===== src/hw/rtl/assert_macros.svh =====
// ---------------------------------------------------------------------------
// Assertion macros
// Shared concurrent assertion wrappers, clocked on clk and disabled in reset.
// ---------------------------------------------------------------------------
`ifndef ASSERT_MACROS_SVH
`define ASSERT_MACROS_SVH

// Same-cycle implication.
`define ASSERT_IMPL(label, ante, cons) \
  label: assert property (@(posedge clk) disable iff (!rst_n) (ante) |-> (cons)) \
    else $error("same-cycle check failed");

// Next-cycle implication.
`define ASSERT_NEXT(label, ante, cons) \
  label: assert property (@(posedge clk) disable iff (!rst_n) (ante) |=> (cons)) \
    else $error("next-cycle check failed");

`endif


===== src/hw/rtl/pidservo_pkg.sv =====
// ---------------------------------------------------------------------------
// pidservo_pkg
// Widths, reset values and register indexes of the two-axis PID servo block.
// ---------------------------------------------------------------------------
package pidservo_pkg;

  localparam int AXES       = 2;
  localparam int AXIS_IDX_W = (AXES > 1) ? $clog2(AXES) : 1;

  localparam int POS_W      = 12;
  localparam int ERR_W      = POS_W + 1;
  localparam int DERIV_W    = ERR_W + 1;
  localparam int SUM_W      = 32;
  localparam int GAIN_W     = 16;
  localparam int PULSE_W    = 12;
  localparam int TRIM_W     = 8;
  localparam int Q_SHIFT    = 12;

  localparam int P_W        = GAIN_W + 1 + ERR_W;
  localparam int I_W        = GAIN_W + 1 + SUM_W;
  localparam int D_W        = GAIN_W + 1 + DERIV_W;
  localparam int ACC_W      = I_W + 2;
  localparam int SHR_W      = ACC_W - Q_SHIFT;
  localparam int WID_W      = SHR_W + 1;

  localparam int CFG_IDX_W  = 3;
  localparam int CFG_DATA_W = 16;

  localparam int IN_DATA_W  = 24;
  localparam int IN_USER_W  = 1;
  localparam int OUT_DATA_W = 16;
  localparam int OUT_USER_W = 2;

  localparam logic [GAIN_W-1:0]  KP_RESET     = GAIN_W'(778);
  localparam logic [GAIN_W-1:0]  KI_RESET     = GAIN_W'(0);
  localparam logic [GAIN_W-1:0]  KD_RESET     = GAIN_W'(5939);
  localparam logic [PULSE_W-1:0] CENTRE_RESET = PULSE_W'(1500);
  localparam logic [PULSE_W-1:0] WMAX_RESET   = PULSE_W'(2100);
  localparam logic [PULSE_W-1:0] WMIN_RESET   = PULSE_W'(900);
  localparam logic [TRIM_W-1:0]  TRIM_RESET   = TRIM_W'(150);
  localparam logic [PULSE_W-1:0] PULSE_LIMIT  = '1;

  typedef enum logic [CFG_IDX_W-1:0] {
    REG_KP     = 3'd0,
    REG_KI_DT  = 3'd1,
    REG_KD     = 3'd2,
    REG_CENTRE = 3'd3,
    REG_WMAX   = 3'd4,
    REG_WMIN   = 3'd5,
    REG_TRIM   = 3'd6
  } cfg_reg_t;

endpackage


===== src/hw/rtl/two_axis_pid_servo_duty_top.sv =====
// An accepted item passes through the s1, s2 and output registers before its result is presented.
// Throughput: one item per cycle unless out_tready stalls the output; the per-axis
// integral and previous error are read and written in the input stage, so items for
// one axis may follow back to back. The s2 products register follows the multipliers.
// Reset (rst_n low at a clock edge) empties the pipeline, zeroes the per-axis
// state and loads the default gains and limits.
// ---------------------------------------------------------------------------
// two_axis_pid_servo_duty_top
// Per-axis PID update with output clamp and axis 1 trim, three register stages.
// ---------------------------------------------------------------------------
`include "assert_macros.svh"

module two_axis_pid_servo_duty_top (
  input  logic                                  clk,
  input  logic                                  rst_n,
  input  logic                                  cfg_wr_en,
  input  logic [pidservo_pkg::CFG_IDX_W-1:0]    cfg_index,
  input  logic [pidservo_pkg::CFG_DATA_W-1:0]   cfg_wdata,
  input  logic                                  in_tvalid,
  output logic                                  in_tready,
  // target_pos [11:0], measured_pos [23:12]
  input  logic [pidservo_pkg::IN_DATA_W-1:0]    in_tdata,
  // axis [0]
  input  logic [pidservo_pkg::IN_USER_W-1:0]    in_tuser,
  output logic                                  out_tvalid,
  input  logic                                  out_tready,
  // pulse_us [11:0], zero fill [15:12]
  output logic [pidservo_pkg::OUT_DATA_W-1:0]   out_tdata,
  // axis_out [0], was_clamped [1]
  output logic [pidservo_pkg::OUT_USER_W-1:0]   out_tuser
);

  localparam int POS_W   = pidservo_pkg::POS_W;
  localparam int ERR_W   = pidservo_pkg::ERR_W;
  localparam int DERIV_W = pidservo_pkg::DERIV_W;
  localparam int SUM_W   = pidservo_pkg::SUM_W;
  localparam int GAIN_W  = pidservo_pkg::GAIN_W;
  localparam int PULSE_W = pidservo_pkg::PULSE_W;
  localparam int TRIM_W  = pidservo_pkg::TRIM_W;
  localparam int P_W     = pidservo_pkg::P_W;
  localparam int I_W     = pidservo_pkg::I_W;
  localparam int D_W     = pidservo_pkg::D_W;
  localparam int ACC_W   = pidservo_pkg::ACC_W;
  localparam int SHR_W   = pidservo_pkg::SHR_W;
  localparam int WID_W   = pidservo_pkg::WID_W;
  localparam int AXES    = pidservo_pkg::AXES;
  localparam int IDX_W   = pidservo_pkg::AXIS_IDX_W;

  // Configuration registers.
  logic [GAIN_W-1:0]  kp_r, ki_r, kd_r;
  logic [PULSE_W-1:0] centre_r, wmax_r, wmin_r;
  logic [TRIM_W-1:0]  trim_r;

  // Per-axis state.
  logic signed [ERR_W-1:0] last_err_r [AXES];
  logic signed [SUM_W-1:0] err_sum_r  [AXES];

  // Pipeline registers.
  logic                s1_valid_r, s2_valid_r, out_valid_r;
  logic                s1_axis_r, s2_axis_r, out_axis_r;
  logic [POS_W-1:0]    s1_target_r, s1_meas_r;
  logic signed [P_W-1:0] s2_p_r;
  logic signed [I_W-1:0] s2_i_r;
  logic signed [D_W-1:0] s2_d_r;
  logic [PULSE_W-1:0]  out_pulse_r;
  logic                out_clamped_r;

  // Handshake.
  logic out_ready, s2_ready, s1_ready, s1_fire, s2_adv;

  assign out_ready = !out_valid_r || out_tready;
  assign s2_ready  = !s2_valid_r || out_ready;
  assign s1_ready  = !s1_valid_r || s2_ready;
  assign s1_fire   = s1_valid_r && s2_ready;
  assign s2_adv    = s2_valid_r && out_ready;
  assign in_tready = s1_ready;

  always_ff @(posedge clk) begin
    if (!rst_n) begin
      kp_r     <= pidservo_pkg::KP_RESET;
      ki_r     <= pidservo_pkg::KI_RESET;
      kd_r     <= pidservo_pkg::KD_RESET;
      centre_r <= pidservo_pkg::CENTRE_RESET;
      wmax_r   <= pidservo_pkg::WMAX_RESET;
      wmin_r   <= pidservo_pkg::WMIN_RESET;
      trim_r   <= pidservo_pkg::TRIM_RESET;
    end else if (cfg_wr_en) begin
      unique case (pidservo_pkg::cfg_reg_t'(cfg_index))
        pidservo_pkg::REG_KP:     kp_r     <= cfg_wdata[GAIN_W-1:0];
        pidservo_pkg::REG_KI_DT:  ki_r     <= cfg_wdata[GAIN_W-1:0];
        pidservo_pkg::REG_KD:     kd_r     <= cfg_wdata[GAIN_W-1:0];
        pidservo_pkg::REG_CENTRE: centre_r <= cfg_wdata[PULSE_W-1:0];
        pidservo_pkg::REG_WMAX:   wmax_r   <= cfg_wdata[PULSE_W-1:0];
        pidservo_pkg::REG_WMIN:   wmin_r   <= cfg_wdata[PULSE_W-1:0];
        pidservo_pkg::REG_TRIM:   trim_r   <= cfg_wdata[TRIM_W-1:0];
        default: ;
      endcase
    end
  end

  // Stage 1: error, integral, derivative and the three products.
  logic [IDX_W-1:0]          idx;
  logic signed [ERR_W-1:0]   err_s;
  logic signed [ERR_W-1:0]   last_s;
  logic signed [DERIV_W-1:0] deriv_s;
  logic signed [SUM_W-1:0]   sum_old;
  logic signed [SUM_W:0]     sum_wide;
  logic signed [SUM_W-1:0]   sum_sat;
  logic signed [P_W-1:0]     prod_p;
  logic signed [I_W-1:0]     prod_i;
  logic signed [D_W-1:0]     prod_d;

  always_comb begin
    idx      = (32'(s1_axis_r) < AXES) ? IDX_W'(s1_axis_r) : IDX_W'(AXES - 1);
    err_s    = $signed({1'b0, s1_target_r}) - $signed({1'b0, s1_meas_r});
    last_s   = last_err_r[idx];
    deriv_s  = $signed({err_s[ERR_W-1], err_s}) - $signed({last_s[ERR_W-1], last_s});
    sum_old  = err_sum_r[idx];
    sum_wide = $signed({sum_old[SUM_W-1], sum_old})
             + $signed({{(SUM_W + 1 - ERR_W){err_s[ERR_W-1]}}, err_s});
    if (sum_wide[SUM_W] != sum_wide[SUM_W-1]) begin
      sum_sat = sum_wide[SUM_W] ? {1'b1, {(SUM_W - 1){1'b0}}} : {1'b0, {(SUM_W - 1){1'b1}}};
    end else begin
      sum_sat = sum_wide[SUM_W-1:0];
    end
    prod_p = $signed({1'b0, kp_r}) * err_s;
    prod_i = $signed({1'b0, ki_r}) * sum_sat;
    prod_d = $signed({1'b0, kd_r}) * deriv_s;
  end

  // Stage 2: sum, scale, centre, clamp and trim.
  logic signed [ACC_W-1:0] acc_s;
  logic signed [WID_W-1:0] width_s;
  logic [PULSE_W-1:0]      clamp_w;
  logic                    clamp_hit;
  logic [PULSE_W:0]        trim_sum;
  logic [PULSE_W-1:0]      pulse_nxt;

  always_comb begin
    acc_s   = $signed({{(ACC_W - P_W){s2_p_r[P_W-1]}}, s2_p_r})
            + $signed({{(ACC_W - I_W){s2_i_r[I_W-1]}}, s2_i_r})
            + $signed({{(ACC_W - D_W){s2_d_r[D_W-1]}}, s2_d_r});
    width_s = $signed({acc_s[ACC_W-1], acc_s[ACC_W-1:ACC_W-SHR_W]})
            + $signed({{(WID_W - PULSE_W){1'b0}}, centre_r});
    priority if (width_s > $signed({{(WID_W - PULSE_W){1'b0}}, wmax_r})) begin
      clamp_w   = wmax_r;
      clamp_hit = 1'b1;
    end else if (width_s < $signed({{(WID_W - PULSE_W){1'b0}}, wmin_r})) begin
      clamp_w   = wmin_r;
      clamp_hit = 1'b1;
    end else begin
      clamp_w   = width_s[PULSE_W-1:0];
      clamp_hit = 1'b0;
    end
    trim_sum = {1'b0, clamp_w} + {{(PULSE_W + 1 - TRIM_W){1'b0}}, trim_r};
    if (!s2_axis_r) begin
      pulse_nxt = clamp_w;
    end else if (trim_sum[PULSE_W]) begin
      pulse_nxt = pidservo_pkg::PULSE_LIMIT;
    end else begin
      pulse_nxt = trim_sum[PULSE_W-1:0];
    end
  end

  // Control and state registers.
  always_ff @(posedge clk) begin
    if (!rst_n) begin
      s1_valid_r  <= 1'b0;
      s2_valid_r  <= 1'b0;
      out_valid_r <= 1'b0;
      for (int k = 0; k < AXES; k++) begin
        last_err_r[k] <= '0;
        err_sum_r[k]  <= '0;
      end
    end else begin
      if (s1_ready) begin
        s1_valid_r <= in_tvalid;
      end
      if (s2_ready) begin
        s2_valid_r <= s1_valid_r;
      end
      if (out_ready) begin
        out_valid_r <= s2_valid_r;
      end
      if (s1_fire) begin
        last_err_r[idx] <= err_s;
        err_sum_r[idx]  <= sum_sat;
      end
    end
  end

  // Payload registers.
  always_ff @(posedge clk) begin
    if (in_tvalid && s1_ready) begin
      s1_axis_r   <= in_tuser[0];
      s1_target_r <= in_tdata[POS_W-1:0];
      s1_meas_r   <= in_tdata[2*POS_W-1:POS_W];
    end
    if (s1_fire) begin
      s2_axis_r <= s1_axis_r;
      s2_p_r    <= prod_p;
      s2_i_r    <= prod_i;
      s2_d_r    <= prod_d;
    end
    if (s2_adv) begin
      out_axis_r    <= s2_axis_r;
      out_pulse_r   <= pulse_nxt;
      out_clamped_r <= clamp_hit;
    end
  end

  assign out_tvalid = out_valid_r;
  assign out_tdata  = {{(pidservo_pkg::OUT_DATA_W - PULSE_W){1'b0}}, out_pulse_r};
  assign out_tuser  = {out_clamped_r, out_axis_r};

  `ASSERT_IMPL(a_ready_when_empty, !s1_valid_r, in_tready)
  `ASSERT_IMPL(a_sum_direction, s1_fire, (err_s >= 0) ? (sum_sat >= sum_old) : (sum_sat <= sum_old))
  `ASSERT_NEXT(a_s2_holds_on_stall, s2_valid_r && !out_ready, s2_valid_r)

endmodule

===== config.mk =====
export PLATFORM = sky130hd
export DESIGN_NAME = two_axis_pid_servo_duty_top
export DESIGN_NICKNAME = d
export VERILOG_FILES = /design/src/hw/rtl/pidservo_pkg.sv /design/src/hw/rtl/two_axis_pid_servo_duty_top.sv
export VERILOG_INCLUDE_DIRS = /design/src /design/src/hw/rtl
export SDC_FILE = /design/constraint.sdc
export NUM_CORES = 2
export LEC_CHECK = 0
export BUFFER_PORTS_ARGS = -buffer_cell sky130_fd_sc_hd__buf_2
export CAP_MARGIN = 20
export CORE_AREA = 2 2 366 368
export CTS_CLUSTER_SIZE = 16
export DETAILED_ROUTE_END_ITERATION = 12
export DIE_AREA = 0 0 368 370
export PLACE_DENSITY = 0.67
export SLEW_MARGIN = 30
export SYNTH_ARGS = -nofsm -noshare
export SYNTH_HDL_FRONTEND = slang
export SYNTH_SLANG_ARGS = --single-unit

===== constraint.sdc =====
create_clock -name clk -period 14.3 [get_ports clk]
set_clock_uncertainty 0.1 [all_clocks]
set_input_delay 0 -clock clk [delete_from_list [all_inputs] [get_ports clk]]
set_output_delay 0 -clock clk [all_outputs]
set_load 0.05 [all_outputs]

# == Word-level counts from Yosys, hierarchy flattened ==
# Memories as Yosys holds them, arrays and structs flattened. A register that Yosys moved wholly into a read port is not among the register bits.
# Index checks and enable logic that the tools add are counted.
# totals
elab_cells,79
output_inout_bits,20
reg_bits,245
mem_bits_rw,90
mem_count,2
# op_classes
n_addsub,7
n_lt_le_gt_ge,2
n_eq_ne,7
multipliers,3
n_mux,19
reduce_logical,19
# mem_list
name,words,width,read_ports,rd_clocked_by_memory_dff,wr,line_no,rtl
err_sum_r,2,32,1,1,2,two_axis_pid_servo_duty_top.sv:56,logic signed [SUM_W-1:0] err_sum_r [AXES];
last_err_r,2,13,1,1,2,two_axis_pid_servo_duty_top.sv:55,logic signed [ERR_W-1:0] last_err_r [AXES];
# op_table
operator,count
$mux W32,3
$add A50 B31 Y51,1
$add A30 B49 Y50,1
$mul A17 B32 Y49,1
$mux W12,4
$add A39 B13 Y40,1
$gt A40 B13 Y1,1
$lt A40 B13 Y1,1
$add A32 B13 Y33,1
$reduce_or A32 Y1,1
$mul A17 B14 Y31,1
$mul A17 B13 Y30,1
$reduce_and A2 Y1,7
$sub A13 B13 Y14,1
$add A12 B8 Y13,1
$mux W13,1
$reduce_or A13 Y1,1
$sub A12 B12 Y13,1
$mux W1,11
$eq A3 B3 Y1 const B,3
$eq A3 B2 Y1 const B,2
$eq A3 B1 Y1 const B,1
$logic_and A1 B1 Y1,3
$logic_not A1 Y1,3
3 further kinds,5

# == Depth between registers and ports, before layout ==
# depth
ltp_word,9
depth_mapped,63
mapped_depth_nobuf,60

# == Worst setup path before layout ==
# No wires, ideal clock.
# synth_path
path_type,register to register
start,register s1_target_r[0]
end,register s2_i_r[47] (data pin)
n_path_buf,4
required_time_ns,13.938
t_arrival_ns,12.863
period_less_slack_ns,13.224
path_slack_ns,1.076
path_stages_with_launch,59
path_cell_list,edfxtp_1 inv_1 ha_1 inv_1 fa_1 a21o_1 a21oi_1 o21bai_1 a21oi_1 o21bai_1 a21oi_1 o21bai_1 a21oi_1 o21bai_1 a21oi_1 clkbuf_1 ha_1 or3_1 [23 not listed] inv_1 fa_1 inv_1 ha_1 nand3_1 o31ai_1 a21o_1 a2111oi_0 or3b_2 a31oi_1 a41oi_1 a21oi_1 a41o_1 and3_1 nor2_1 o21ai_0 a211oi_1 xnor2_1
# synth_via
elab_chain_cells,5
elab_cells_between_ends,6
# synth_rtl
item,line_no,rtl
start: declaration,two_axis_pid_servo_duty_top.sv:61,"logic [POS_W-1:0] s1_target_r, s1_meas_r;"
start signal: assignment,two_axis_pid_servo_duty_top.sv:196,s1_target_r <= in_tdata[POS_W-1:0];
$sub A12 B12 Y13 (*),two_axis_pid_servo_duty_top.sv:115,"err_s = $signed({1'b0, s1_target_r}) - $signed({1'b0, s1_meas_r});"
via err_s[12],two_axis_pid_servo_duty_top.sv:103,logic signed [ERR_W-1:0] err_s;
$add A32 B13 Y33 (*),two_axis_pid_servo_duty_top.sv:120,"+ $signed({{(SUM_W + 1 - ERR_W){err_s[ERR_W-1]}}, err_s});"
$mux W32 or $ne A1 B1 Y1 (tied branches),"two_axis_pid_servo_duty_top.sv:122, two_axis_pid_servo_duty_top.sv:121",
$mux W32 (*),two_axis_pid_servo_duty_top.sv:121,if (sum_wide[SUM_W] != sum_wide[SUM_W-1]) begin
$mul A17 B32 Y49 (*),two_axis_pid_servo_duty_top.sv:127,"prod_i = $signed({1'b0, ki_r}) * sum_sat;"
via prod_i[47],two_axis_pid_servo_duty_top.sv:110,logic signed [I_W-1:0] prod_i;
end signal: assignment,two_axis_pid_servo_duty_top.sv:202,s2_i_r <= prod_i;
end: declaration,two_axis_pid_servo_duty_top.sv:63,logic signed [I_W-1:0] s2_i_r;
# The timed path passes the listed nets; every way through them passes the cells marked *.
# A chain may end at the register's enable or synchronous reset.

# == Final worst setup path ==
# layout_path
start,register s1_target_r[0]
end,register s2_i_r[48] (data pin)
# layout_via
elab_chain_cells,5
elab_cells_between_ends,6
# layout_rtl
item,line_no
$sub A12 B12 Y13 (*),two_axis_pid_servo_duty_top.sv:115
$add A32 B13 Y33 (*),two_axis_pid_servo_duty_top.sv:120
$mux W32 or $ne A1 B1 Y1 (tied branches),"two_axis_pid_servo_duty_top.sv:122, two_axis_pid_servo_duty_top.sv:121"
$mux W32 (*),two_axis_pid_servo_duty_top.sv:121
$mul A17 B32 Y49 (*),two_axis_pid_servo_duty_top.sv:127
via prod_i[48],two_axis_pid_servo_duty_top.sv:110
# Marks and branches as above.

==> Flow_metrics.wiki <==
{| class="wikitable"
! Metric !! Value
|-
| Final-report max-slew violation count || 0
|-
| Clock tree from TritonCTS || done
|-
| Worst reg-to-reg path cell count || 53
|-
| Placement-stage worst setup slack || 0.304 ns
|-
| Crit path kind || reg2reg
|-
| Met1 Track Usage GR || 0.296
|-
| Detail-routed via count per cell || 5.30
|-
| Worst-path maximum fanout || 17
|-
| Number of global-route vias before repair || 40965
|-
| Most used cells in the layout excluding fill and tap cells || inv_1 (1044), fa_1 (862), nand2_1 (636)
|-
| Type of destination of the critical path || flop
|-
| Flip-flop cell with the highest count after synthesis || edfxtp_1
|-
| Worst-case register-to-register setup slack || 0.85 ns
|-
| Register bit count reported by yosys || 336
|-
| Worst path required time || 14.53 ns
|-
| Number of standard cells in the final layout excluding fillers || 7469
|-
| Delay contributed by the slowest stage of the critical path || 0.59 ns
|-
| Clk Latency, worst-skew pair || 0.61 ns
|-
| DRC violation total after the first TritonRoute iteration || 2844
|-
| Worst Max-Slew Pin Slew || 1.07 ns
|-
| Clock Root Buffer || clkbuf_16
|-
| Area of the die || 0.136 mm^2
|-
| Avg WL per Cell || 20.1 um
|-
| Cell count after synthesis || 5630
|-
| Row Count || 134
|-
| Setup violations, final || 0
|-
| Global router's overall resource usage || 0.222
|-
| Instance count after placement with tap cells included || 7343
|-
| FFs w/ async S/R, synth || 0
|-
| Slowest-stage cell, CP || fa_1
|-
| Met2 Usage GRT || 0.368
|-
| Horizontal extent of the die || 368 um
|-
| Chip Height || 370 um
|-
| Sequential-to-total area share from yosys stat || 0.174
|-
| Kind of launch point of the worst setup path || flop
|-
| Final worst path period share || 0.941
|-
| Vias || 39565
|-
| Count of input and output buffers || 64
|-
| Clk slew on worst S/H paths || 0.06 ns
|-
| GRT overflow || 0
|-
| Share of the synthesized area in the top cell type || 0.328
|-
| Synthesized area || 0.0526 mm^2
|-
| Placer's final routability congestion estimate || 0.951
|-
| Number of antenna violations at the first check in global routing || 1
|-
| Post-synthesis to final-layout area growth || 8.84%
|-
| CP Data Arrival Time || 13.68 ns
|-
| Hold slack final || 0.0380 ns
|-
| Tightest slew margin relative to the limit || 0.282
|-
| Synth area leaders || fa_1 (33%), edfxtp_1 (14%), ha_1 (11%)
|-
| Result of the run || complete, no violations
|-
| Reg-to-reg critical path endpoint || s2_i_r[48]
|-
| Routing layer with the top usage in global route || met2
|-
| IO Count || 69
|-
| Classification of the worst-slack hold path || in2reg
|-
| Final worst slack || 0.850 ns
|-
| Number of flops mapped to enable cells by yosys || 240
|-
| Nets@finish || 7063
|-
| Highest clock frequency the design can meet || 74.4 MHz
|-
| Yosys warning count || 0
|-
| CP Launch Point || s1_target_r[0]
|-
| Layout Utilization || 0.432
|-
| Netlist cell types || 97
|-
| Final antenna-violating net count || 0
|-
| H-tree depth || 2
|-
| Source of the worst register-to-register timing path || s1_target_r[0]
|-
| CORE AREA || 0.132 mm^2
|-
| Router iterations before antenna repair || 6
|-
| Share of post-route cells with drive strength above 1 || 0.0689
|-
| Max-cap violation count || 0
|-
| Buffers from clock root to sink, at most || 3
|-
| HPWL after detailed placement || 121000 um
|-
| Number of clock sinks || 336
|-
| End point of the critical path || s2_i_r[48]
|-
| Starting Density || 0.397
|-
| Global-route wire length before repair || 236000 um
|-
| Library cell with the largest summed area after synthesis || fa_1
|-
| Post-route DRC || 0
|-
| Hold violation count in the final report || 0
|-
| Global-route met3 utilization || 0.0296
|-
| Fin crit period || 13.45 ns
|-
| Largest net degree at the start of global routing || 115
|-
| Most common cell after layout, fill and taps aside || inv_1
|-
| Mean Syn Cell Area || 9.34 um^2
|-
| Ant diodes || 0
|-
| Wirelength, routed || 150000 um
|-
| Most common cell type on the critical path || a21oi_1
|-
| Clock buffers created by TritonCTS || 40
|}
-- cell usage after synthesis, types with 11 or more instances --
master / count
inv_1: 1044
fa_1: 862
nand2_1: 642
ha_1: 481
a21oi_1: 355
o21ai_0: 258
edfxtp_1: 240
clkbuf_1: 222
and2_1: 208
nor2_1: 204
xnor2_1: 144
a21o_1: 107
dfxtp_1: 96
xor2_1: 73
nand3_1: 67
a21boi_0: 66
nor2b_1: 66
o21bai_1: 43
nor3_1: 41
nand2b_1: 37
mux2_2: 36
o21a_1: 32
mux2i_1: 28
or2_2: 27
and3_1: 26
a31oi_1: 21
o21ai_1: 19
o211ai_1: 16
nand4_1: 13
a211oi_1: 11
or3_1: 11
-- worst min path at each step --
stage	startpoint	endpoint	slack (ns)	depth (start not counted)
floorplan	in_tuser	idx	-0.001	0
global placement	in_tdata[5]	s1_target_r[5]	0.08	1
detailed placement	in_tdata[5]	s1_target_r[5]	0.08	1
CTS	in_tdata[5]	s1_target_r[5]	0.002	2
global route	in_tdata[0]	s1_target_r[0]	0.02	2
finish	in_tdata[5]	s1_target_r[5]	0.04	2
-- worst max-delay path, delay by kind of cell (launching register included) --
kind / cells / cell delay [ns]
AO/OA/AOI/OAI: 26 / 5.42
adder cells (fa/ha/maj): 10 / 4.42
AND/OR/NAND/NOR: 8 / 1.69
buffers and inverters: 8 / 1.10
flip-flops: 1 / 0.35
XOR/XNOR: 1 / 0.10
-- layer usage --
layer / up-vias / wire, um
li1: 18014 / -
met1: 19929 / 63700
met2: 1323 / 70900
met3: 299 / 9340
met4: 0 / 6260
met5: - / 0
-- layout make-up --
type / count / area [um^2]
Clock buffer: 54 / 1080
Fill cell: 12824 / 75200
Clock inverter: 18 / 213
Timing Repair Buffer: 232 / 1750
Tap cell: 1768 / 2210
Inverter: 1044 / 3920
Sequential cell: 336 / 9130
Multi-Input combinational cell: 4017 / 38900
-- kinds of logic after synthesis --
| kind of cell | Yosys count | share of synthesized area |
|---|---|---|
| DFF | 336 | 0.174 |
| adders and majority gates | 1343 | 0.443 |
| buffers and inverters | 1280 | 0.0924 |
| other | 1 | 0.0000713 |
| AOI/OAI and AO/OA | 1003 | 0.117 |
| xor gates and xnor gates | 217 | 0.0361 |
| and+or+nand+nor | 1385 | 0.125 |
| muxes | 65 | 0.0133 |
-- through the flow --
step                instance area [um^2]  TNS, ns
floorplan                          52600        0
global placement                   55200        0
detailed placement                 55300        0
CTS                                57100        0
global route                       57200  -0.0765
finish                             57200        0
-- repair_timing --
action / CTS / global route
buffers inserted: 0 / 3
gates resized for setup: 0 / 25
hold endpoints to repair: 121 / 24
hold buffers: 50 / 1
setup endpoints to repair: 0 / 10
-- state kept, by name, summed over array words and instances, names as in the netlist, 16 cells and up, named ones only --
register    count
kd_r           16
last_err_r     26
s2_i_r         49
ki_r           16
err_sum_r      64
s2_d_r         31
kp_r           16
s2_p_r         30
Power is left out: the tool's default activity adds up to more than one toggle a clock period on the data nets, which glitch-free logic cannot reach.
